`src/css_pkg.sv`:
```
// ----------------------------------------------------------------------------
// CRT sieve solver package
// Shared constants and controller/datapath command and status types.
// ----------------------------------------------------------------------------
package css_pkg;

  localparam int unsigned LimitWidth = 20;
  localparam logic [19:0] LimitReset = 20'd100000;

  localparam logic [1:0] ST_SOLVED   = 2'd0;
  localparam logic [1:0] ST_NOSOL    = 2'd1;
  localparam logic [1:0] ST_OVERFLOW = 2'd2;

  // Commands from the controller to the datapath.
  typedef struct packed {
    logic load_item;   // capture the accepted item
    logic first_init;  // set running value and modulus from the item
    logic seed_mod;    // start x mod modulus
    logic mod_step;    // one bit of the restoring remainder
    logic sieve_add;   // x += running modulus
    logic seed_gcd;    // start Euclid on (modulus, running modulus)
    logic gcd_seed_div;// start remainder of gcd pair
    logic gcd_step;    // one bit of the gcd remainder
    logic gcd_swap;    // a <= b, b <= remainder
    logic seed_q;      // start modulus / g
    logic q_step;      // one quotient bit
    logic seed_mul;    // start quotient * running modulus
    logic mul_step;    // one shift-add multiply step
    logic commit_val;  // running value <= x
    logic commit_mod;  // running modulus <= product
    logic clear_sys;   // clear running state after emission
    logic set_fail;
    logic [1:0] fail_code;
    logic clear_fail;
    logic capture_out; // load the output register
  } css_cmd_t;

  // Status from the datapath to the controller.
  typedef struct packed {
    logic mod_zero;
    logic is_last;
    logic rem_match;   // remainder equals x mod modulus
    logic add_ovf;     // x + running modulus carries
    logic gcd_b_zero;
    logic gcd_a_zero;
    logic prod_ovf;    // product exceeds 32 bits
    logic [1:0] fail;
  } css_sts_t;

endpackage

```
`src/css_datapath.sv`:
```
// ----------------------------------------------------------------------------
// CRT sieve solver datapath
// Running state, serial remainder/divide unit, shift-add multiplier, output.
// ----------------------------------------------------------------------------
module css_datapath (
  input  logic             clk,
  input  logic             rst_n,
  input  css_pkg::css_cmd_t cmd,
  output css_pkg::css_sts_t sts,
  input  logic [15:0]      in_remainder,
  input  logic [15:0]      in_modulus,
  input  logic             in_last,
  output logic [31:0]      out_solution,
  output logic [31:0]      out_combined_modulus,
  output logic [1:0]       out_status
);

  logic [15:0] rem_r, mod_r;
  logic        last_r;
  logic [31:0] val_r, rmod_r, x_r;
  logic [1:0]  fail_r;
  // Shared restoring divider: dividend shift register, partial remainder,
  // divisor.
  logic [31:0] dvd_r, dvd_nxt;
  logic [32:0] prem_r, prem_nxt;
  logic [31:0] dvs_r;
  logic [32:0] trial;
  logic [31:0] ga_r, gb_r;
  logic [31:0] mula_r;
  logic [63:0] mulb_r, prod_r;
  logic [32:0] xsum;
  logic [31:0] sol_r, cm_r;
  logic [1:0]  st_r;

  assign trial = {prem_r[31:0], dvd_r[31]} - {1'b0, dvs_r};
  assign xsum  = {1'b0, x_r} + {1'b0, rmod_r};

  // One restoring step: shift in next dividend bit, subtract when it fits.
  always_comb begin
    prem_nxt = {prem_r[31:0], dvd_r[31]};
    dvd_nxt  = {dvd_r[30:0], 1'b0};
    if (!trial[32]) begin
      prem_nxt = trial;
      dvd_nxt[0] = 1'b1;
    end
  end

  always_ff @(posedge clk) begin
    if (!rst_n) begin
      val_r  <= '0;
      rmod_r <= '0;
      fail_r <= css_pkg::ST_SOLVED;
    end else begin
      if (cmd.first_init) begin
        val_r  <= {16'd0, rem_r};
        rmod_r <= {16'd0, mod_r};
      end
      if (cmd.commit_val) val_r <= x_r;
      if (cmd.commit_mod) rmod_r <= prod_r[31:0];
      if (cmd.clear_sys) begin
        val_r  <= '0;
        rmod_r <= '0;
      end
      // A new failure code takes priority over clearing the old one.
      if (cmd.set_fail) fail_r <= cmd.fail_code;
      else if (cmd.clear_fail) fail_r <= css_pkg::ST_SOLVED;
    end
  end

  // Payload and working registers.
  always_ff @(posedge clk) begin
    if (cmd.load_item) begin
      rem_r  <= in_remainder;
      mod_r  <= in_modulus;
      last_r <= in_last;
      x_r    <= val_r;
    end
    if (cmd.sieve_add) x_r <= xsum[31:0];
    if (cmd.seed_mod) begin
      dvd_r  <= x_r;
      prem_r <= '0;
      dvs_r  <= {16'd0, mod_r};
    end
    if (cmd.seed_gcd) begin
      ga_r <= {16'd0, mod_r};
      gb_r <= rmod_r;
    end
    if (cmd.gcd_seed_div) begin
      dvd_r  <= ga_r;
      prem_r <= '0;
      dvs_r  <= gb_r;
    end
    if (cmd.gcd_swap) begin
      ga_r <= gb_r;
      gb_r <= prem_r[31:0];
    end
    if (cmd.seed_q) begin
      dvd_r  <= {16'd0, mod_r};
      prem_r <= '0;
      dvs_r  <= ga_r;
    end
    if (cmd.mod_step || cmd.gcd_step || cmd.q_step) begin
      dvd_r  <= dvd_nxt;
      prem_r <= prem_nxt;
    end
    if (cmd.seed_mul) begin
      mula_r <= dvd_r;
      mulb_r <= {32'd0, rmod_r};
      prod_r <= '0;
    end
    if (cmd.mul_step) begin
      if (mula_r[0]) prod_r <= prod_r + mulb_r;
      mula_r <= {1'b0, mula_r[31:1]};
      mulb_r <= {mulb_r[62:0], 1'b0};
    end
    if (cmd.capture_out) begin
      if (fail_r == css_pkg::ST_SOLVED) begin
        sol_r <= val_r;
        cm_r  <= rmod_r;
      end else begin
        sol_r <= '0;
        cm_r  <= '0;
      end
      st_r <= fail_r;
    end
  end

  assign sts.mod_zero   = (mod_r == 16'd0);
  assign sts.is_last    = last_r;
  assign sts.rem_match  = (prem_r[31:0] == {16'd0, rem_r});
  assign sts.add_ovf    = xsum[32];
  assign sts.gcd_b_zero = (gb_r == 32'd0);
  assign sts.gcd_a_zero = (ga_r == 32'd0);
  assign sts.prod_ovf   = (prod_r[63:32] != 32'd0);
  assign sts.fail       = fail_r;

  assign out_solution         = sol_r;
  assign out_combined_modulus = cm_r;
  assign out_status           = st_r;

endmodule

```
`src/css_controller.sv`:
```
// ----------------------------------------------------------------------------
// CRT sieve solver controller
// Sequences sieve tests, Euclid, lcm division and multiply, and emission.
// ----------------------------------------------------------------------------
module css_controller #(
  parameter int unsigned LimitWidth = css_pkg::LimitWidth
) (
  input  logic                  clk,
  input  logic                  rst_n,
  input  logic [LimitWidth-1:0] search_limit,
  input  logic                  in_valid,
  output logic                  in_ready,
  output logic                  out_valid,
  input  logic                  out_ready,
  output css_pkg::css_cmd_t     cmd,
  input  css_pkg::css_sts_t     sts
);

  localparam logic [3:0] S_IDLE  = 4'd0;
  localparam logic [3:0] S_DISP  = 4'd1;
  localparam logic [3:0] S_MOD   = 4'd2;
  localparam logic [3:0] S_TEST  = 4'd3;
  localparam logic [3:0] S_GSEED = 4'd4;
  localparam logic [3:0] S_GDIV  = 4'd5;
  localparam logic [3:0] S_GSWAP = 4'd6;
  localparam logic [3:0] S_QDIV  = 4'd7;
  localparam logic [3:0] S_MUL   = 4'd8;
  localparam logic [3:0] S_LCM   = 4'd9;
  localparam logic [3:0] S_EMIT  = 4'd10;
  localparam logic [3:0] S_SEED  = 4'd11;

  logic [3:0]            state_r, state_nxt;
  logic [5:0]            bit_r, bit_nxt;
  logic [LimitWidth-1:0] try_r, try_nxt;
  logic                  first_r, first_nxt;
  logic                  ovalid_r, ovalid_nxt;

  assign in_ready  = (state_r == S_IDLE) && !ovalid_r;
  assign out_valid = ovalid_r;

  always_comb begin
    state_nxt  = state_r;
    bit_nxt    = bit_r;
    try_nxt    = try_r;
    first_nxt  = first_r;
    ovalid_nxt = ovalid_r;
    cmd        = '0;
    if (ovalid_r && out_ready) ovalid_nxt = 1'b0;
    unique case (state_r)
      S_IDLE: begin
        if (in_valid && in_ready) begin
          cmd.load_item = 1'b1;
          state_nxt = S_DISP;
        end
      end
      // Decide what the captured item does.
      S_DISP: begin
        if (first_r) begin
          first_nxt = 1'b0;
          cmd.first_init = 1'b1;
          cmd.clear_fail = 1'b1;
          if (sts.mod_zero) begin
            cmd.set_fail = 1'b1;
            cmd.fail_code = css_pkg::ST_NOSOL;
          end
          state_nxt = S_EMIT;
        end else if (sts.fail != css_pkg::ST_SOLVED) begin
          state_nxt = S_EMIT;
        end else if (sts.mod_zero) begin
          cmd.set_fail = 1'b1;
          cmd.fail_code = css_pkg::ST_NOSOL;
          state_nxt = S_EMIT;
        end else if (search_limit == '0) begin
          cmd.set_fail = 1'b1;
          cmd.fail_code = css_pkg::ST_NOSOL;
          state_nxt = S_EMIT;
        end else begin
          try_nxt = '0;
          cmd.seed_mod = 1'b1;
          bit_nxt = '0;
          state_nxt = S_MOD;
        end
      end
      // Restart the remainder on the advanced sieve value.
      S_SEED: begin
        cmd.seed_mod = 1'b1;
        bit_nxt = '0;
        state_nxt = S_MOD;
      end
      // x mod modulus, one bit a cycle.
      S_MOD: begin
        cmd.mod_step = 1'b1;
        bit_nxt = bit_r + 6'd1;
        if (bit_r == 6'd31) state_nxt = S_TEST;
      end
      S_TEST: begin
        if (sts.rem_match) begin
          cmd.commit_val = 1'b1;
          state_nxt = S_GSEED;
        end else if (try_r + 1'b1 >= search_limit) begin
          cmd.set_fail = 1'b1;
          cmd.fail_code = css_pkg::ST_NOSOL;
          state_nxt = S_EMIT;
        end else if (sts.add_ovf) begin
          cmd.set_fail = 1'b1;
          cmd.fail_code = css_pkg::ST_OVERFLOW;
          state_nxt = S_EMIT;
        end else begin
          cmd.sieve_add = 1'b1;
          try_nxt = try_r + 1'b1;
          state_nxt = S_SEED;
        end
      end
      S_GSEED: begin
        cmd.seed_gcd = 1'b1;
        state_nxt = S_GSWAP;
      end
      // Euclid loop: check b, then remainder of a by b.
      S_GSWAP: begin
        if (sts.gcd_b_zero) begin
          if (sts.gcd_a_zero) begin
            cmd.set_fail = 1'b1;
            cmd.fail_code = css_pkg::ST_NOSOL;
            state_nxt = S_EMIT;
          end else begin
            cmd.seed_q = 1'b1;
            bit_nxt = '0;
            state_nxt = S_QDIV;
          end
        end else begin
          cmd.gcd_seed_div = 1'b1;
          bit_nxt = '0;
          state_nxt = S_GDIV;
        end
      end
      S_GDIV: begin
        cmd.gcd_step = 1'b1;
        bit_nxt = bit_r + 6'd1;
        if (bit_r == 6'd31) state_nxt = S_LCM;
      end
      S_LCM: begin
        cmd.gcd_swap = 1'b1;
        state_nxt = S_GSWAP;
      end
      // modulus / g, then times running modulus.
      S_QDIV: begin
        cmd.q_step = 1'b1;
        bit_nxt = bit_r + 6'd1;
        if (bit_r == 6'd31) begin
          state_nxt = S_MUL;
          bit_nxt = '0;
          cmd.seed_mul = 1'b0;
        end
        if (bit_r == 6'd32) cmd.q_step = 1'b0;
      end
      S_MUL: begin
        if (bit_r == 6'd0) begin
          cmd.seed_mul = 1'b1;
          bit_nxt = 6'd1;
        end else if (bit_r == 6'd33) begin
          if (sts.prod_ovf) begin
            cmd.set_fail = 1'b1;
            cmd.fail_code = css_pkg::ST_OVERFLOW;
          end else begin
            cmd.commit_mod = 1'b1;
          end
          state_nxt = S_EMIT;
        end else begin
          cmd.mul_step = 1'b1;
          bit_nxt = bit_r + 6'd1;
        end
      end
      // Emit on last, then reset the system.
      S_EMIT: begin
        if (sts.is_last) begin
          cmd.capture_out = 1'b1;
          ovalid_nxt = 1'b1;
          cmd.clear_sys = 1'b1;
          cmd.clear_fail = 1'b1;
          first_nxt = 1'b1;
        end
        state_nxt = S_IDLE;
      end
      default: state_nxt = S_IDLE;
    endcase
  end

  always_ff @(posedge clk) begin
    if (!rst_n) begin
      state_r  <= S_IDLE;
      bit_r    <= '0;
      try_r    <= '0;
      first_r  <= 1'b1;
      ovalid_r <= 1'b0;
    end else begin
      state_r  <= state_nxt;
      bit_r    <= bit_nxt;
      try_r    <= try_nxt;
      first_r  <= first_nxt;
      ovalid_r <= ovalid_nxt;
    end
  end

endmodule

```
`src/crt_sieve_solver.sv`:
```
// Sieve tests and Euclid steps run on the serial 32-bit remainder unit, the lcm
// divide on it and the multiply on the shift-add unit; a first item goes straight
// from accept to emission. One item at a time: a new item waits until one is done.
// A waiting result blocks the next item until it is taken.
// Reset (rst_n low, synchronous) clears the system state; search_limit -> 100000.
// ----------------------------------------------------------------------------
// CRT sieve solver top level
// Solves a system of congruences by sieving; one result on the last item.
// ----------------------------------------------------------------------------
module crt_sieve_solver #(
  parameter int unsigned LimitWidth = css_pkg::LimitWidth
) (
  input  logic                  clk,
  input  logic                  rst_n,
  input  logic                  cfg_we,
  input  logic [LimitWidth-1:0] cfg_wdata,
  input  logic                  in_valid,
  output logic                  in_ready,
  input  logic [15:0]           in_remainder,
  input  logic [15:0]           in_modulus,
  input  logic                  in_last,
  output logic                  out_valid,
  input  logic                  out_ready,
  output logic [31:0]           out_solution,
  output logic [31:0]           out_combined_modulus,
  output logic [1:0]            out_status
);

  logic [LimitWidth-1:0] limit_r;
  css_pkg::css_cmd_t     cmd;
  css_pkg::css_sts_t     sts;

  // Search limit register.
  always_ff @(posedge clk) begin
    if (!rst_n) begin
      limit_r <= LimitWidth'(css_pkg::LimitReset);
    end else if (cfg_we) begin
      limit_r <= cfg_wdata;
    end
  end

  css_controller #(.LimitWidth(LimitWidth)) u_ctrl (
    .clk, .rst_n, .search_limit(limit_r), .in_valid, .in_ready,
    .out_valid, .out_ready, .cmd, .sts
  );

  css_datapath u_dp (
    .clk, .rst_n, .cmd, .sts, .in_remainder, .in_modulus, .in_last,
    .out_solution, .out_combined_modulus, .out_status
  );

endmodule

```
`config.mk`:
```
export PLATFORM = sky130hd
export DESIGN_NAME = crt_sieve_solver
export DESIGN_NICKNAME = d
export VERILOG_FILES = /design/src/css_pkg.sv /design/src/css_datapath.sv /design/src/css_controller.sv /design/src/crt_sieve_solver.sv
export SDC_FILE = /design/constraint.sdc
export NUM_CORES = 1
export LEC_CHECK = 0
export BUFFER_PORTS_ARGS = -buffer_cell sky130_fd_sc_hd__buf_2
export CELL_PAD_IN_SITES_DETAIL_PLACEMENT = 2
export CELL_PAD_IN_SITES_GLOBAL_PLACEMENT = 2
export CORE_MARGIN = 5
export CORE_UTILIZATION = 44
export CTS_CLUSTER_SIZE = 30
export DETAILED_ROUTE_END_ITERATION = 8
export HOLD_SLACK_MARGIN = 0.15
export PLACE_DENSITY = 0.95
export SYNTH_ARGS = -nofsm -noshare
export SYNTH_HDL_FRONTEND = slang
export SYNTH_SLANG_ARGS = --single-unit
```
`constraint.sdc`:
```
create_clock -name clk -period 14.75 [get_ports clk]
set_input_delay 2.2125 -clock clk [delete_from_list [all_inputs] [get_ports clk]]
set_output_delay 2.2125 -clock clk [all_outputs]
set_load 0.05 [all_outputs]
```
==> results.json <==
{
  "mappedNetlistArea_um2": 31000,
  "ys_top_cells_by_area": "edfxtp_1 (37%), dfxtp_1 (12%), ha_1 (6.1%)",
  "yosysWarnings": 0,
  "hold_violations": 0,
  "setup_viol": 0,
  "initial_core_util_pct": 44.3,
  "yosys_most_used_dff": "edfxtp_1",
  "num_vias": 27900,
  "switching_share_pct": 42.2,
  "synth_edf_count": 385,
  "intPower_uw": 3840,
  "coreArea_um2": 69900,
  "synth_top_area_cell": "edfxtp_1",
  "ant_nets": 0,
  "min_path_type": "reg -> reg",
  "ctsHoldBuffers": 0,
  "final.min_clock_period_ps": 5600,
  "powerDensity_nw_per_um2": 191,
  "drc_errors": 0,
  "cp-start-kind": "flip-flop",
  "endpoint_kind": "flip-flop",
  "fin_util_pct": 49.6,
  "crit_family": "simple AND/OR/NAND/NOR gates",
  "post-dp-hpwl_um": 86700,
  "cts_setup_buffers": 0,
  "seq_area_um2": 15200,
  "die_y_um": 275,
  "grt_pass1_vias": 30400,
  "fin_tns_setup_ps": 0,
  "p_sw_uw": 2800,
  "cp_common_cell": "nor4_1",
  "fill_cells": 7076,
  "finalCritPeriodShare_pct": 38.0,
  "ys_seq_elements": 569,
  "netlist.area_leader.share_pct": 37.4,
  "comb_power_share_pct": 34.7,
  "wl_per_cell_um": 34.8,
  "worst_path_largest_cell_delay_ps": 1130,
  "run_status": "finished clean",
  "overflow": 0,
  "gp_congestion": 0.912,
  "cp_slowest_cell": "nand3_4",
  "p_clk_share_pct": 26.8,
  "routed_wl_um": 143000,
  "clk_latency_ps": 650,
  "drtIter0Drc": 2921,
  "grt_pass1_wl_um": 210000,
  "portBuffers": 125,
  "die_width_um": 275,
  "clk_path_buf_depth": 3,
  "tritoncts": "built",
  "drv_cap": 0,
  "ir_drop_mv": 0.113,
  "rsz0062_at_grt": "false",
  "max_slew_margin_pct": 9.22,
  "yosysMostFrequentCell": "edfxtp_1",
  "ctsResizeCount": 0,
  "worst_slew_pin_slew_ps": 1360,
  "grt_max_degree": 106,
  "skew_ps": 41.7,
  "crit_chain": "nor4_1 -> nand4_1 -> nor4_1 -> nand2b_1 -> nand3_4",
  "cts_sinks": 569,
  "cts_buffers": 68,
  "path_class": "reg -> reg",
  "required_ps": 14740,
  "power.leakage_uw": 0.0137,
  "syn_inst": 3044,
  "die_area_um2": 75700,
  "antenna_found_initial": 12,
  "max_freq_mhz": 178,
  "async_flop_share_pct": 0,
  "clk_pin_slew_ps": 60,
  "rows": 97,
  "syn_to_final_growth_pct": 12.1,
  "yosysSeqAreaShare_pct": 49.3,
  "multi_input_area_um2": 14800,
  "cts-root-buf": "clkbuf_16",
  "crit_arrival_ps": 5600,
  "crit_buf_inv": 0,
  "track_usage_pct": 36.6,
  "htree_levels": 3,
  "synth.distinct_cells": 90,
  "syn_nets": 3256,
  "firstDrtPassIters": 5,
  "avgViaCountPerCell": 6.79,
  "slew_violations": 0,
  "drive_above_1_share_pct": 12.4,
  "layout.nets": 3315,
  "synth_common_cells": "edfxtp_1 (385), nand2_1 (317), a21oi_1 (233)",
  "syn_area_per_cell_um2": 10.2,
  "worstPathMaxFanout": 64,
  "seq_power_share_pct": 38.5,
  "io_pins": 126
}
cells in the final DEF (no fill, tap or decap), types with 17 or more instances in the layout:
cell	count
edfxtp_1	385
nand2_1	314
a21oi_1	231
dfxtp_1	184
nand3_1	164
ha_1	151
nor2_1	148
o21ai_0	143
buf_2	125
and2_1	121
a21o_1	95
inv_1	91
xnor2_1	81
mux2_2	80
clkbuf_16	71
xor2_1	60
mux2i_1	59
o21ai_1	56
a22o_1	49
nor4_1	44
nand2b_1	41
and3_1	34
a311oi_1	33
nand4_1	31
nor2b_1	26
o21bai_1	26
buf_4	24
o21a_1	23
nor3_1	19
o211ai_1	17
final timing paths:
kind | from | end | slack (ps) | cells after the start
max | u_dp.gb_r[20] | u_dp.prem_r[30] | 9150 | 5
min | u_dp.prod_r[52] | u_dp.prod_r[52] | 500 | 2
max reg2reg | u_dp.gb_r[20] | u_dp.prem_r[30] | 9150 | 5
min reg2reg | u_dp.prod_r[52] | u_dp.prod_r[52] | 500 | 2
per-layer routing:
layer	up-vias	wire [um]	global-route usage, %
met1	14300	52300	43.1
li1	11300	-	-
met3	654	11100	7.01
met5	-	58	0
met4	10	9730	20.1
met2	1664	69600	63.3
power groups by stage:
| stage | clock, uW | sequential (uW) | combinational [uW] |
|---|---|---|---|
| after floorplan | 0 | 2330 | 1440 |
| after global placement | 0 | 2460 | 1840 |
| after detailed placement | 0 | 2510 | 2070 |
| after CTS | 1790 | 2520 | 2230 |
| after global routing | 1840 | 2550 | 2390 |
| final | 1780 | 2550 | 2300 |
state kept, by name, summed over array words and instances (netlist names), 32 cells and up:
register,cells
u_dp.mulb_r,64
u_dp.prod_r,64
u_dp.dvd_r,32
u_dp.dvs_r,32
u_dp.ga_r,32
u_dp.gb_r,32
u_dp.mula_r,32
u_dp.out_combined_modulus,32
u_dp.out_solution,32
u_dp.prem_r,32
u_dp.rmod_r,32
u_dp.val_r,32
u_dp.x_r,32
cell families (layout without fill, tap and decap cells):
group	count (synthesis)	count (layout)	synth area share [%]
flip-flops	569	569	49.3
adder cells (fa/ha/maj)	154	154	6.30
AND/OR/NAND/NOR	993	993	15.7
XOR/XNOR	142	142	4.04
other	0	7	0
multiplexers	142	142	4.93
AO/OA/AOI/OAI	789	789	16.6
buffers and inverters	255	368	3.21
worst register-to-register path, delay by kind of cell, from the launching register on:
kind | cells | cell delay, ps
DFF | 1 | 480
and+or+nand+nor | 5 | 4400
cell type report:
type / instances / area share [%]
Multi-Input combinational cell: 2220 / 42.8
Antenna cell: 7 / 0.0505
Timing Repair Buffer: 150 / 2.40
Clock buffer: 95 / 5.78
Sequential cell: 569 / 43.9
Clock inverter: 29 / 0.663
Tap cell: 940 / 3.39
Inverter: 94 / 1.02
through the flow:
stage	hold slack [ps]	std cells	area (um^2)	worst slack, ps	total power [uW]
final	495	4104	34700	9150	6640
after global routing	507	4097	34700	8950	6780
after CTS	499	4096	34700	9360	6540
after detailed placement	475	3972	32400	9680	4580
after global placement	460	3972	32400	9980	4300
after floorplan	431	3044	31000	9870	3770
Power figures use the tool's default switching activity.
